## src/rtl/first_fit_page_allocator_top_assert.svh

```systemverilog
`ifndef FIRST_FIT_PAGE_ALLOCATOR_TOP_ASSERT_SVH
`define FIRST_FIT_PAGE_ALLOCATOR_TOP_ASSERT_SVH

// Checks that an antecedent in one cycle implies a consequent in the same cycle.
`define FFPA_ASSERT_SAME(lbl, ante, cons) \
  lbl: assert property (@(posedge clk_i) disable iff (!rst_ni) (ante) |-> (cons)) \
    else $error("assertion failed");

// Checks that an antecedent in one cycle implies a consequent in the next cycle.
`define FFPA_ASSERT_NEXT(lbl, ante, cons) \
  lbl: assert property (@(posedge clk_i) disable iff (!rst_ni) (ante) |=> (cons)) \
    else $error("assertion failed");

`endif

```

## src/rtl/ffpa_pkg.sv

```systemverilog
package ffpa_pkg;

  localparam int FFPA_PAGES = 4096;
  localparam int PAGE_SHIFT = 12;
  localparam int NEED_W = 32 - PAGE_SHIFT;
  localparam int CFG_IDX_W = 1;

  localparam logic [CFG_IDX_W-1:0] REG_HEAP_BASE = 1'd0;
  localparam logic [CFG_IDX_W-1:0] REG_HEAP_BYTES = 1'd1;

  typedef enum logic [2:0] {
    ST_OK        = 3'd0,
    ST_NO_HEAP   = 3'd1,
    ST_NO_SPACE  = 3'd2,
    ST_NOT_FOUND = 3'd3,
    ST_NOT_USED  = 3'd4,
    ST_ZERO      = 3'd5
  } status_e;

  typedef enum logic {
    OP_ALLOC = 1'b0,
    OP_FREE  = 1'b1
  } opcode_e;

  typedef struct packed {
    logic        opcode;
    logic        heap_select;
    logic [30:0] request_bytes;
    logic [31:0] free_address;
  } req_t;

  typedef struct packed {
    status_e     status;
    logic [31:0] block_address;
  } rsp_t;

  typedef struct packed {
    logic clearing;
    logic busy;
  } ctl_stat_t;

endpackage

```

## src/rtl/ffpa_ctrl.sv

```systemverilog
module ffpa_ctrl #(
  parameter int PAGES = 4096,
  parameter int AW = 12,
  parameter int CW = 13
) (
  input  logic                           clk_i,
  input  logic                           rst_ni,
  input  logic                           cfg_we_i,
  input  logic [ffpa_pkg::CFG_IDX_W-1:0] cfg_idx_i,
  input  logic [31:0]                    cfg_data_i,
  input  logic                           in_valid_i,
  output logic                           in_stall_o,
  input  ffpa_pkg::req_t                 in_req_i,
  output logic                           out_valid_o,
  input  logic                           out_stall_i,
  output ffpa_pkg::rsp_t                 out_rsp_o,
  output logic                           m_we_o,
  output logic [AW-1:0]                  m_waddr_o,
  output logic [CW+1:0]                  m_wdata_o,
  output logic                           m_re_o,
  output logic [AW-1:0]                  m_raddr_o,
  input  logic [CW+1:0]                  m_rdata_i,
  output logic                           p_we_o,
  output logic [AW-1:0]                  p_waddr_o,
  output logic [AW-1:0]                  p_wdata_o,
  output logic                           p_re_o,
  output logic [AW-1:0]                  p_raddr_o,
  input  logic [AW-1:0]                  p_rdata_i,
  output ffpa_pkg::ctl_stat_t            stat_o
);
  import ffpa_pkg::*;

  localparam logic [3:0] S_CLEAR = 4'd0;
  localparam logic [3:0] S_IDLE  = 4'd1;
  localparam logic [3:0] S_A_ISS = 4'd2;
  localparam logic [3:0] S_A_CHK = 4'd3;
  localparam logic [3:0] S_A_W2  = 4'd4;
  localparam logic [3:0] S_F_CHK = 4'd5;
  localparam logic [3:0] S_F_NX  = 4'd6;
  localparam logic [3:0] S_F_NXW = 4'd7;
  localparam logic [3:0] S_F_PV  = 4'd8;
  localparam logic [3:0] S_F_PVD = 4'd9;
  localparam logic [3:0] S_F_PVM = 4'd10;
  localparam logic [3:0] S_F_PVW = 4'd11;
  localparam logic [3:0] S_OUT   = 4'd12;

  logic [3:0]    st_q, st_d;
  logic [AW-1:0] clr_q, clr_d;
  logic [31:0]   base_q, base_d;
  logic [CW-1:0] hp_q, hp_d;
  logic [CW-1:0] p_q, p_d;
  logic [CW-1:0] s_q, s_d;
  logic [AW-1:0] pv_q, pv_d;
  req_t          req_q, req_d;
  rsp_t          res_q, res_d;
  logic          ov_q, ov_d;
  rsp_t          out_q, out_d;

  logic [31:0]     need_sum;
  logic [NEED_W-1:0] need;
  logic [CW-1:0]   n_w;
  logic [31:0]     diff;
  logic [NEED_W-1:0] pg_w;
  logic [NEED_W-1:0] bpages;
  logic [CW-1:0]   r_pages;
  logic            r_used;
  logic            r_head;
  logic [CW-1:0]   sum_ps;
  logic [CW-1:0]   sum_pn;
  logic [31:0]     p_addr;

  assign r_pages = m_rdata_i[CW+1:2];
  assign r_used = m_rdata_i[1];
  assign r_head = m_rdata_i[0];
  assign need_sum = {1'b0, req_q.request_bytes} + 32'd4095;
  assign need = need_sum[31:PAGE_SHIFT];
  assign n_w = need[CW-1:0];
  assign diff = in_req_i.free_address - base_q;
  assign pg_w = diff[31:PAGE_SHIFT];
  assign bpages = cfg_data_i[31:PAGE_SHIFT];
  assign sum_ps = p_q + s_q;
  assign sum_pn = p_q + n_w;
  assign p_addr = base_q + (32'(p_q) << PAGE_SHIFT);

  assign in_stall_o = (st_q != S_IDLE);
  assign out_valid_o = ov_q;
  assign out_rsp_o = out_q;
  assign stat_o.clearing = (st_q == S_CLEAR);
  assign stat_o.busy = (st_q != S_IDLE);

  always_comb begin
    st_d = st_q;
    clr_d = clr_q;
    base_d = base_q;
    hp_d = hp_q;
    p_d = p_q;
    s_d = s_q;
    pv_d = pv_q;
    req_d = req_q;
    res_d = res_q;
    ov_d = ov_q;
    out_d = out_q;
    m_we_o = 1'b0;
    m_waddr_o = p_q[AW-1:0];
    m_wdata_o = '0;
    m_re_o = 1'b0;
    m_raddr_o = p_q[AW-1:0];
    p_we_o = 1'b0;
    p_waddr_o = sum_ps[AW-1:0];
    p_wdata_o = p_q[AW-1:0];
    p_re_o = 1'b0;
    p_raddr_o = p_q[AW-1:0];

    if (ov_q && !out_stall_i) begin
      ov_d = 1'b0;
    end

    unique case (st_q)
      S_CLEAR: begin
        m_we_o = 1'b1;
        m_waddr_o = clr_q;
        m_wdata_o = (clr_q == '0) ? {hp_q, 1'b0, 1'b1} : '0;
        clr_d = clr_q + 1'b1;
        if (clr_q == AW'(PAGES - 1)) begin
          st_d = S_IDLE;
        end
      end
      S_IDLE: begin
        if (in_valid_i) begin
          req_d = in_req_i;
          res_d.block_address = '0;
          p_d = '0;
          if (in_req_i.heap_select) begin
            res_d.status = ST_NO_HEAP;
            st_d = S_OUT;
          end else if (in_req_i.opcode == OP_ALLOC) begin
            if (in_req_i.request_bytes == '0) begin
              res_d.status = ST_ZERO;
              st_d = S_OUT;
            end else begin
              st_d = S_A_ISS;
            end
          end else if (diff[PAGE_SHIFT-1:0] != '0 || pg_w >= NEED_W'(hp_q)) begin
            res_d.status = ST_NOT_FOUND;
            st_d = S_OUT;
          end else begin
            p_d = pg_w[CW-1:0];
            m_re_o = 1'b1;
            m_raddr_o = pg_w[AW-1:0];
            st_d = S_F_CHK;
          end
        end
      end
      S_A_ISS: begin
        if (p_q >= hp_q) begin
          res_d.status = ST_NO_SPACE;
          st_d = S_OUT;
        end else begin
          m_re_o = 1'b1;
          st_d = S_A_CHK;
        end
      end
      S_A_CHK: begin
        if (r_pages == '0) begin
          res_d.status = ST_NO_SPACE;
          st_d = S_OUT;
        end else if (!r_used && NEED_W'(r_pages) >= need) begin
          s_d = r_pages;
          if (n_w < r_pages) begin
            m_we_o = 1'b1;
            m_waddr_o = sum_pn[AW-1:0];
            m_wdata_o = {r_pages - n_w, 1'b0, 1'b1};
            p_we_o = 1'b1;
            p_waddr_o = sum_pn[AW-1:0];
            p_wdata_o = p_q[AW-1:0];
            st_d = S_A_W2;
          end else begin
            m_we_o = 1'b1;
            m_wdata_o = {r_pages, 1'b1, 1'b1};
            res_d.status = ST_OK;
            res_d.block_address = p_addr;
            st_d = S_OUT;
          end
        end else begin
          p_d = p_q + r_pages;
          st_d = S_A_ISS;
        end
      end
      S_A_W2: begin
        m_we_o = 1'b1;
        m_wdata_o = {n_w, 1'b1, 1'b1};
        p_we_o = (sum_ps < hp_q);
        p_wdata_o = sum_pn[AW-1:0];
        res_d.status = ST_OK;
        res_d.block_address = p_addr;
        st_d = S_OUT;
      end
      S_F_CHK: begin
        s_d = r_pages;
        if (!r_head) begin
          res_d.status = ST_NOT_FOUND;
          st_d = S_OUT;
        end else if (!r_used) begin
          res_d.status = ST_NOT_USED;
          st_d = S_OUT;
        end else if ((p_q + r_pages) < hp_q) begin
          m_re_o = 1'b1;
          m_raddr_o = AW'(p_q + r_pages);
          st_d = S_F_NX;
        end else begin
          m_we_o = 1'b1;
          m_wdata_o = {r_pages, 1'b0, 1'b1};
          st_d = S_F_PV;
        end
      end
      S_F_NX: begin
        if (!r_used) begin
          m_we_o = 1'b1;
          m_waddr_o = sum_ps[AW-1:0];
          m_wdata_o = '0;
          s_d = s_q + r_pages;
          st_d = S_F_NXW;
        end else begin
          m_we_o = 1'b1;
          m_wdata_o = {s_q, 1'b0, 1'b1};
          st_d = S_F_PV;
        end
      end
      S_F_NXW: begin
        m_we_o = 1'b1;
        m_wdata_o = {s_q, 1'b0, 1'b1};
        p_we_o = (sum_ps < hp_q);
        st_d = S_F_PV;
      end
      S_F_PV: begin
        if (p_q == '0) begin
          res_d.status = ST_OK;
          st_d = S_OUT;
        end else begin
          p_re_o = 1'b1;
          st_d = S_F_PVD;
        end
      end
      S_F_PVD: begin
        pv_d = p_rdata_i;
        if (CW'(p_rdata_i) < p_q) begin
          m_re_o = 1'b1;
          m_raddr_o = p_rdata_i;
          st_d = S_F_PVM;
        end else begin
          res_d.status = ST_OK;
          st_d = S_OUT;
        end
      end
      S_F_PVM: begin
        if (!r_used) begin
          m_we_o = 1'b1;
          m_waddr_o = pv_q;
          m_wdata_o = {r_pages + s_q, 1'b0, 1'b1};
          st_d = S_F_PVW;
        end else begin
          res_d.status = ST_OK;
          st_d = S_OUT;
        end
      end
      S_F_PVW: begin
        m_we_o = 1'b1;
        m_wdata_o = '0;
        p_we_o = (sum_ps < hp_q);
        p_wdata_o = pv_q;
        res_d.status = ST_OK;
        st_d = S_OUT;
      end
      S_OUT: begin
        if (!ov_q || !out_stall_i) begin
          ov_d = 1'b1;
          out_d = res_q;
          st_d = S_IDLE;
        end
      end
      default: begin
        st_d = S_CLEAR;
        clr_d = '0;
      end
    endcase

    if (cfg_we_i) begin
      if (cfg_idx_i == REG_HEAP_BASE) begin
        base_d = cfg_data_i;
      end else begin
        hp_d = (bpages > NEED_W'(PAGES)) ? CW'(PAGES) : bpages[CW-1:0];
      end
      st_d = S_CLEAR;
      clr_d = '0;
    end
  end

  always_ff @(posedge clk_i or negedge rst_ni) begin
    if (!rst_ni) begin
      st_q <= S_CLEAR;
      clr_q <= '0;
      base_q <= '0;
      hp_q <= '0;
      ov_q <= 1'b0;
    end else begin
      st_q <= st_d;
      clr_q <= clr_d;
      base_q <= base_d;
      hp_q <= hp_d;
      ov_q <= ov_d;
    end
  end

  always_ff @(posedge clk_i) begin
    p_q <= p_d;
    s_q <= s_d;
    pv_q <= pv_d;
    req_q <= req_d;
    res_q <= res_d;
    out_q <= out_d;
  end
endmodule

```

## config.mk

```make
export PLATFORM = sky130hd
export DESIGN_NAME = ffpa_ctrl
export DESIGN_NICKNAME = d
export VERILOG_FILES = /design/src/rtl/first_fit_page_allocator_top_assert.svh /design/src/rtl/ffpa_pkg.sv /design/src/rtl/ffpa_ctrl.sv
export SDC_FILE = /design/constraint.sdc
export NUM_CORES = 1
export LEC_CHECK = 0
export ABC_CLOCK_PERIOD_IN_PS = 19400
export BUFFER_PORTS_ARGS = -buffer_cell sky130_fd_sc_hd__buf_2
export CAP_MARGIN = 20
export CORE_ASPECT_RATIO = 1.25
export CORE_MARGIN = 5
export CORE_UTILIZATION = 60
export DETAILED_ROUTE_END_ITERATION = 16
export PLACE_DENSITY = 0.83
export SLEW_MARGIN = 20
export SYNTH_ARGS = -nofsm -noshare
export SYNTH_HDL_FRONTEND = slang
export SYNTH_SLANG_ARGS = --single-unit
```

## constraint.sdc

```tcl
create_clock -name clk_i -period 19.4 [get_ports clk_i]
set_input_delay 0 -clock clk_i [delete_from_list [all_inputs] [get_ports clk_i]]
set_output_delay 0 -clock clk_i [all_outputs]
set_load 0.01 [all_outputs]
```

==> reports/metrics.cfg, run 1 <==
[outcome]
status=complete, no violations

[layout]
synthToLayoutAreaGrowth_pct=19.0
layout-drive-gt1-share=0.161
final_area_sq_um=19700
n_antenna_cell=0
fillerInstances=2055
fin_nets=2465

[power]
p_switching_uw=393
power.density_nw_per_um2=61.5
combPwrFrac=0.255
pwr-share-seq=0.392
swShare=0.325
cellLeakagePower_nw=8.59
power_mw=1.21
clockPowerShare=0.353
ir_drop_uv=75.0
internal-power_uw=816

[timing]
finalSetupTns_ns=0
hold_viol=0
hold_slack_ns=0.0778
slew-limit-headroom=0.225
max_freq_ghz=0.153
period_needed_ns=6.52
maxSlewViolCount=0
tightest_slew_ns=1.16
fin_worst_skew_ns=0.0171
setup_violations=0
rsz0062_at_grt=no
period_share=0.336
final.setup.worst_slack_ns=12.88

[detailed_routing]
via_per_inst=6.85
ant_nets=0
routed-via-count=17321
drt-initial-drc-count=1939
firstDrtPassIters=7
drc=0
wl_per_cell_um=27.0
drt_wl_total_um=68300

[critical_path]
crit_path_top_delay_cell=a2111o_1
cp-startpoint=base_q[0]$_DFFE_PN0P_
cp-start-kind=register
path_cells=ha_1 -> fa_1 -> nand3b_1 -> a21boi_1 -> o21ai_0 -> a31o_2 -> o21ai_2 -> a21oi_1 -> o311a_1 -> xnor2_1 -> ha_1 -> nand3_1 -> nor3_1 -> o21ai_0 -> nor4b_1 -> o2111a_1 -> nand4b_1 -> a2111o_1 -> nor4b_4 -> buf_4 -> a31oi_1 -> a21bo_1 -> buf_2
cp.arrival_ns=6.52
crit_buf_inv=2
reg2reg_from=req_q[40]$_DFFE_PP_
path_max_fanout=13
critPathTopFamily=compound AO/OA/AOI/OAI gates
slowest_delay_ns=0.52
critPathKind=reg -> out
required_ns=19.40
worstSetupEndpointType=output pin

[placement]
placed_cell_area_sq_um=18000
hpwlAfterDp_um=50500
pre_cts_ws_ns=13.56
gp_congestion=1.05
portBuffers=247

[clock_network]
cts_made_buffers=22
htreeDepth=1
cts_resized=0
cts_setup_buffers=0
insertion_delay_ns=0.54
clkSlewWorstSetupHoldPaths_ns=0.07
cts_sinks=201
cts-hold-fix-buffers=91
cts_tree=yes
cts_root_buf=clkbuf_16
cts_buffer_depth=3

[synth]
syn_area_per_cell_sq_um=8.91
syn_nets=2162
synth_seq_cells=201
yosysMostFrequentCell=nand2_1
synth_flop_cell=edfxtp_1
yosys_warnings=0
syn_inst=1858
synth_top_cell_area_share=0.252
async_flop_share=0.308
syn_area_sq_um=16500
synth.area.top_cells=edfxtp_1 (25%), ha_1 (13%), dfrtp_1 (9.4%)
synth_top_cell_by_area=edfxtp_1
synth_cell_types=88
synth_edf_count=139
yosys-top-cells-count=nand2_1 (204), ha_1 (167), nor2_1 (152)
synth-seq-area-share=0.346

[floorplan]
die_w_um=159
dieArea_sq_um=31000
rows=68
start_util=0.604
core_area_sq_um=27400
fp.dieH_um=196
ios=248

[global_routing]
met3_usage=0.0874
grt_max_degree=63
grt_util_all_layers=0.427
grt_pass1_vias=17092
grt_use_met1=0.485
busiest_layer=met2
antenna_found_initial=1
grt_pass1_wl_um=101000
use_met2=0.689
overflow=0

[flow_run]
drv_cap=0

[hold_path]
min-delay-start=m_rdata_i[0]
hold_class=in -> reg

==> per-stage QoR <==
step | instances | utilization
CTS | 2525 | 0.717
floorplan | 1858 | -
detailed placement | 2394 | 0.658
global route | 2527 | 0.719
global placement | 2394 | 0.658
finish | 2527 | 0.719
==> worst register-to-register path, cell delays in order, from the launching register on <==
cell and delay, ns:
edfxtp_1 0.36, nor4_1 0.62, nand3_1 0.35, and2_1 0.33, xnor2_1 0.54, inv_1 0.21
fa_1 0.49, nor2b_1 0.13, o21a_1 0.13, o21ai_0 0.12, a21oi_1 0.30, o21ai_0 0.33
a211o_1 0.51, nor2_1 0.31, a21oi_1 0.19, a211oi_4 0.20, buf_4 0.39
==> worst paths after layout <==
| check | to | slack, ns | cells after the start |
|---|---|---|---|
| worst max-delay path | m_raddr_o[11] | 12.88 | 23 |
| max in group asynchronous | base_q[13]$_DFFE_PN0P_ | 18.58 | 3 |
| min in group asynchronous | base_q[0]$_DFFE_PN0P_ | 0.23 | 3 |
| worst min register to register | out_rsp_o[14]$_DFFE_PP_ | 0.42 | 0 |
| worst min-delay path | res_q[32]$_DFFE_PP_ | 0.08 | 4 |
| worst max register to register | res_q[0]$_SDFFCE_PP0P_ | 13.55 | 16 |
==> power groups by stage <==
stage               clock [mW]  sequential (mW)  combinational [mW]
floorplan                    0            0.478               0.187
global placement             0            0.482               0.277
detailed placement           0            0.482               0.280
CTS                      0.422            0.473               0.296
global route             0.446            0.474               0.333
finish                   0.428            0.474               0.308
==> cell families (layout without fill, tap and decap cells) <==
| group | after synthesis | in the layout | share of synthesized area |
|---|---|---|---|
| xor gates and xnor gates | 103 | 103 | 0.0545 |
| muxes | 6 | 6 | 0.00378 |
| DFF | 201 | 201 | 0.346 |
| and+or+nand+nor | 642 | 642 | 0.188 |
| buffers and inverters | 179 | 498 | 0.0442 |
| AOI/OAI and AO/OA | 553 | 553 | 0.229 |
| adders and majority gates | 174 | 174 | 0.135 |
==> flip-flops by register name (all words and copies together), names as in the netlist <==
signal and cells:
hp_q 13, req_q 31, out_rsp_o 35, out_valid_o 1, st_q 4, res_q 35, p_q 13, base_q 32
s_q 13, pv_q 12, clr_q 12
==> per-layer routing <==
| metal | up-vias | share of wire |
|---|---|---|
| li1 | 7556 | - |
| met1 | 8043 | 0.33 |
| met2 | 1323 | 0.46 |
| met3 | 397 | 0.10 |
| met4 | 2 | 0.10 |
| met5 | - | 0.00013 |
==> cell type report <==
type,instances,area [sq um],area share
repair buffers,355,2290,0.116
clock buffers,28,594,0.0302
multi-input cells,1478,10100,0.515
well taps,350,438,0.0222
flip-flops and latches,201,5730,0.291
clock inverters,12,116,0.00591
inverters,103,387,0.0196
==> placed cells by master (no fill, tap or decap), types with 62 or more instances in the layout <==
cell             n
dfrtp_1         62
nand2_1        204
ha_1           167
inv_1          103
nor2_1         147
buf_2          247
edfxtp_1       139
dlygate4sd3_1   92
a21oi_1        108
o21ai_0        136
Power figures use the tool's default switching activity.
==> run 2, diff against run 1 <==
--- a/config.mk
+++ b/config.mk
@@ -5,7 +5,8 @@
 export SDC_FILE = /design/constraint.sdc
 export NUM_CORES = 1
 export LEC_CHECK = 0
-export ABC_CLOCK_PERIOD_IN_PS = 19400
+export ABC_AREA = 1
+export ABC_CLOCK_PERIOD_IN_PS = 6600
 export BUFFER_PORTS_ARGS = -buffer_cell sky130_fd_sc_hd__buf_2
 export CAP_MARGIN = 20
 export CORE_ASPECT_RATIO = 1.25
==> constraint.sdc (replaced) <==
create_clock -name clk_i -period 6.6 [get_ports clk_i]
set_input_delay 0 -clock clk_i [delete_from_list [all_inputs] [get_ports clk_i]]
set_output_delay 0 -clock clk_i [all_outputs]
set_load 0.01 [all_outputs]
==> reports/metrics.cfg, run 2 <==
[layout]
layout_commonest_cell=nand2_1
layout-drive-gt1-share=0.133
utilization=0.723
final_area_sq_um=21800
fin_nets=3239
n_antenna_cell=0
synthToLayoutAreaGrowth_pct=18.3
final_cell_mix=nand2_1 (627), inv_1 (416), buf_2 (247), nor2_1 (225), nand3_1 (185)

[detailed_routing]
wl_met2_um=34500
drt_wl_total_um=74100
ant_nets=0
drt-met1-wl_um=24400
drt-initial-drc-count=2297
routed-via-count=20476
highest_layer=met4
drc=0
routed-wl-met3_um=7170
wl_per_cell_um=22.1
firstDrtPassIters=7
via_per_inst=6.11

[floorplan]
dieArea_sq_um=34400
fp.dieH_um=206
die_w_um=167
rows=71
start_util=0.611
ios=248
core_area_sq_um=30200

[timing]
max_freq_ghz=0.182
fin_worst_skew_ns=0.0228
hold_viol=0
rsz0062_at_grt=no
maxSlewViolCount=0
hold_slack_ns=0.160
slew-limit-headroom=0.256
period_needed_ns=5.49
final.setup.worst_slack_ns=1.11
finalSetupTns_ns=0
period_share=0.832
setup_violations=0
tightest_slew_ns=1.10

[clock_network]
cts_setup_buffers=0
cts_buffer_depth=3
cts_sinks=201
cts_tree=yes
cts_root_buf=clkbuf_16
htreeDepth=1
insertion_delay_ns=0.54
clkSlewWorstSetupHoldPaths_ns=0.07
cts_made_buffers=22

[global_routing]
overflow=0
antenna_found_initial=0
grt_util_all_layers=0.414
grt_pass1_vias=20150
grt_pass1_wl_um=111000
grt_max_degree=65

[power]
clockPowerShare=0.178
swShare=0.483
p_switching_mw=3.41
cellLeakagePower_nw=11.0
combPwrFrac=0.561
internal-power_mw=3.64
pwr-share-seq=0.261
power.density_nw_per_um2=323
ir_drop_uv=287

[synth]
syn_area_sq_um=18500
synth_compound_area_frac=0.147
synth_top_family_by_area=simple AND/OR/NAND/NOR gates
syn_inst=2600
synthSimpleGateAreaFrac=0.283
yosys_warnings=0
synth_edf_count=139
async_flop_share=0.308
synth_xor_area_frac=0.0327
synth_fa_ha_area_frac=0.121
syn_area_per_cell_sq_um=7.10
yosys-top-cells-count=nand2_1 (627), inv_1 (416), nor2_1 (227)
synth_flop_cell=edfxtp_1
syn_nets=2904
synth_seq_cells=201
synth-seq-area-share=0.310
synth_top_cell_by_area=edfxtp_1
synth_cell_types=57
synth_top_cell_area_share=0.226
muxShareOfSynthArea=0.00122
synth.area.top_cells=edfxtp_1 (23%), nand2_1 (13%), ha_1 (11%)
yosysMostFrequentCell=nand2_1

[critical_path]
worstSetupEndpointType=output pin
r2r_end=res_q[6]$_SDFFCE_PP0P_
path_max_fanout=13
cp.arrival_ns=5.49
cp-startpoint=base_q[3]$_DFFE_PN0P_
crit_path_end=m_re_o
r2r_setup_slack_ns=1.84
rr_worst_depth=22
required_ns=6.60
reg2reg_from=req_q[43]$_DFFE_PP_
critPathKind=reg -> out
cp-start-kind=register

[placement]
placed_cell_area_sq_um=20100
portBuffers=247
pre_cts_ws_ns=1.51
hpwlAfterDp_um=56500
gp_congestion=1.05

[hold_path]
hold_class=in -> reg

[flow_run]
drv_cap=0

[outcome]
status=complete, no violations

-- run 2: worst min-delay path by stage --
stage,startpoint,end,depth (start not counted)
floorplan,rst_ni,base_q[0]$_DFFE_PN0P_,0
global placement,in_req_i[40],req_q[40]$_DFFE_PP_,1
detailed placement,in_req_i[57],req_q[57]$_DFFE_PP_,1
CTS,m_rdata_i[3],s_q[1]$_DFFE_PP_,3
global route,m_rdata_i[3],s_q[1]$_DFFE_PP_,3
finish,m_rdata_i[3],s_q[1]$_DFFE_PP_,3
-- run 2: power by group through the flow --
stage               sequential, mW  clock, mW  combinational, mW
floorplan                     1.81          0               2.43
global placement              1.84          0               3.66
detailed placement            1.85          0               3.74
CTS                           1.82       1.25               3.82
global route                  1.85       1.31               4.27
finish                        1.84       1.26               3.96
-- run 2: cells by family after synthesis --
family,Yosys count
and+or+nand+nor,1202
buffers and inverters,495
AOI/OAI and AO/OA,457
DFF,201
adders and majority gates,174
xor gates and xnor gates,69
muxes,2
-- run 2: stage by stage --
| stage | total power, mW | instances |
|---|---|---|
| final | 7.05 | 3352 |
| after global routing | 7.43 | 3352 |
| after CTS | 6.89 | 3349 |
| after detailed placement | 5.60 | 3211 |
| after global placement | 5.50 | 3211 |
| after floorplan | 4.24 | 2600 |
-- run 2: timing repair --
item                                    CTS  global route
hold endpoints to repair                172             0
endpoints found under the setup margin    0             0
resized for setup                         0             0
hold buffers                             98             0
-- run 2: area by class of cell --
| cell class | instances | area (sq um) |
|---|---|---|
| sequential | 201 | 5730 |
| timing repair buffer | 369 | 2420 |
| multi-input combinational | 1904 | 10800 |
| fill | 2471 | 8370 |
| clock inverter | 7 | 68.8 |
| tap | 401 | 502 |
| clock buffer | 33 | 654 |
| inverter | 437 | 1650 |
-- run 2: worst max-delay path, stage by stage (launching register included) --
cell	delay [ns]
dfrtp_1	0.37
inv_1	0.17
ha_1	0.35
nand2_1	0.16
inv_1	0.05
nand2_1	0.14
nand3_1	0.12
nand2_1	0.07
nand2_1	0.15
nand3_1	0.11
nand3_1	0.12
xnor2_1	0.61
inv_1	0.10
ha_1	0.32
nand2_1	0.07
inv_1	0.03
o21ai_0	0.14
nand2_1	0.07
a21oi_1	0.12
nand2_1	0.08
nand2_1	0.08
nand3_1	0.09
nor2_1	0.11
nand4_1	0.64
o21bai_1	0.45
buf_2	0.20
-- run 2: per-layer routing --
metal,vias up,GRT usage
met5,-,0
met4,0,0.358
met3,450,0.0767
met2,1400,0.712
met1,9269,0.437
li1,9357,-
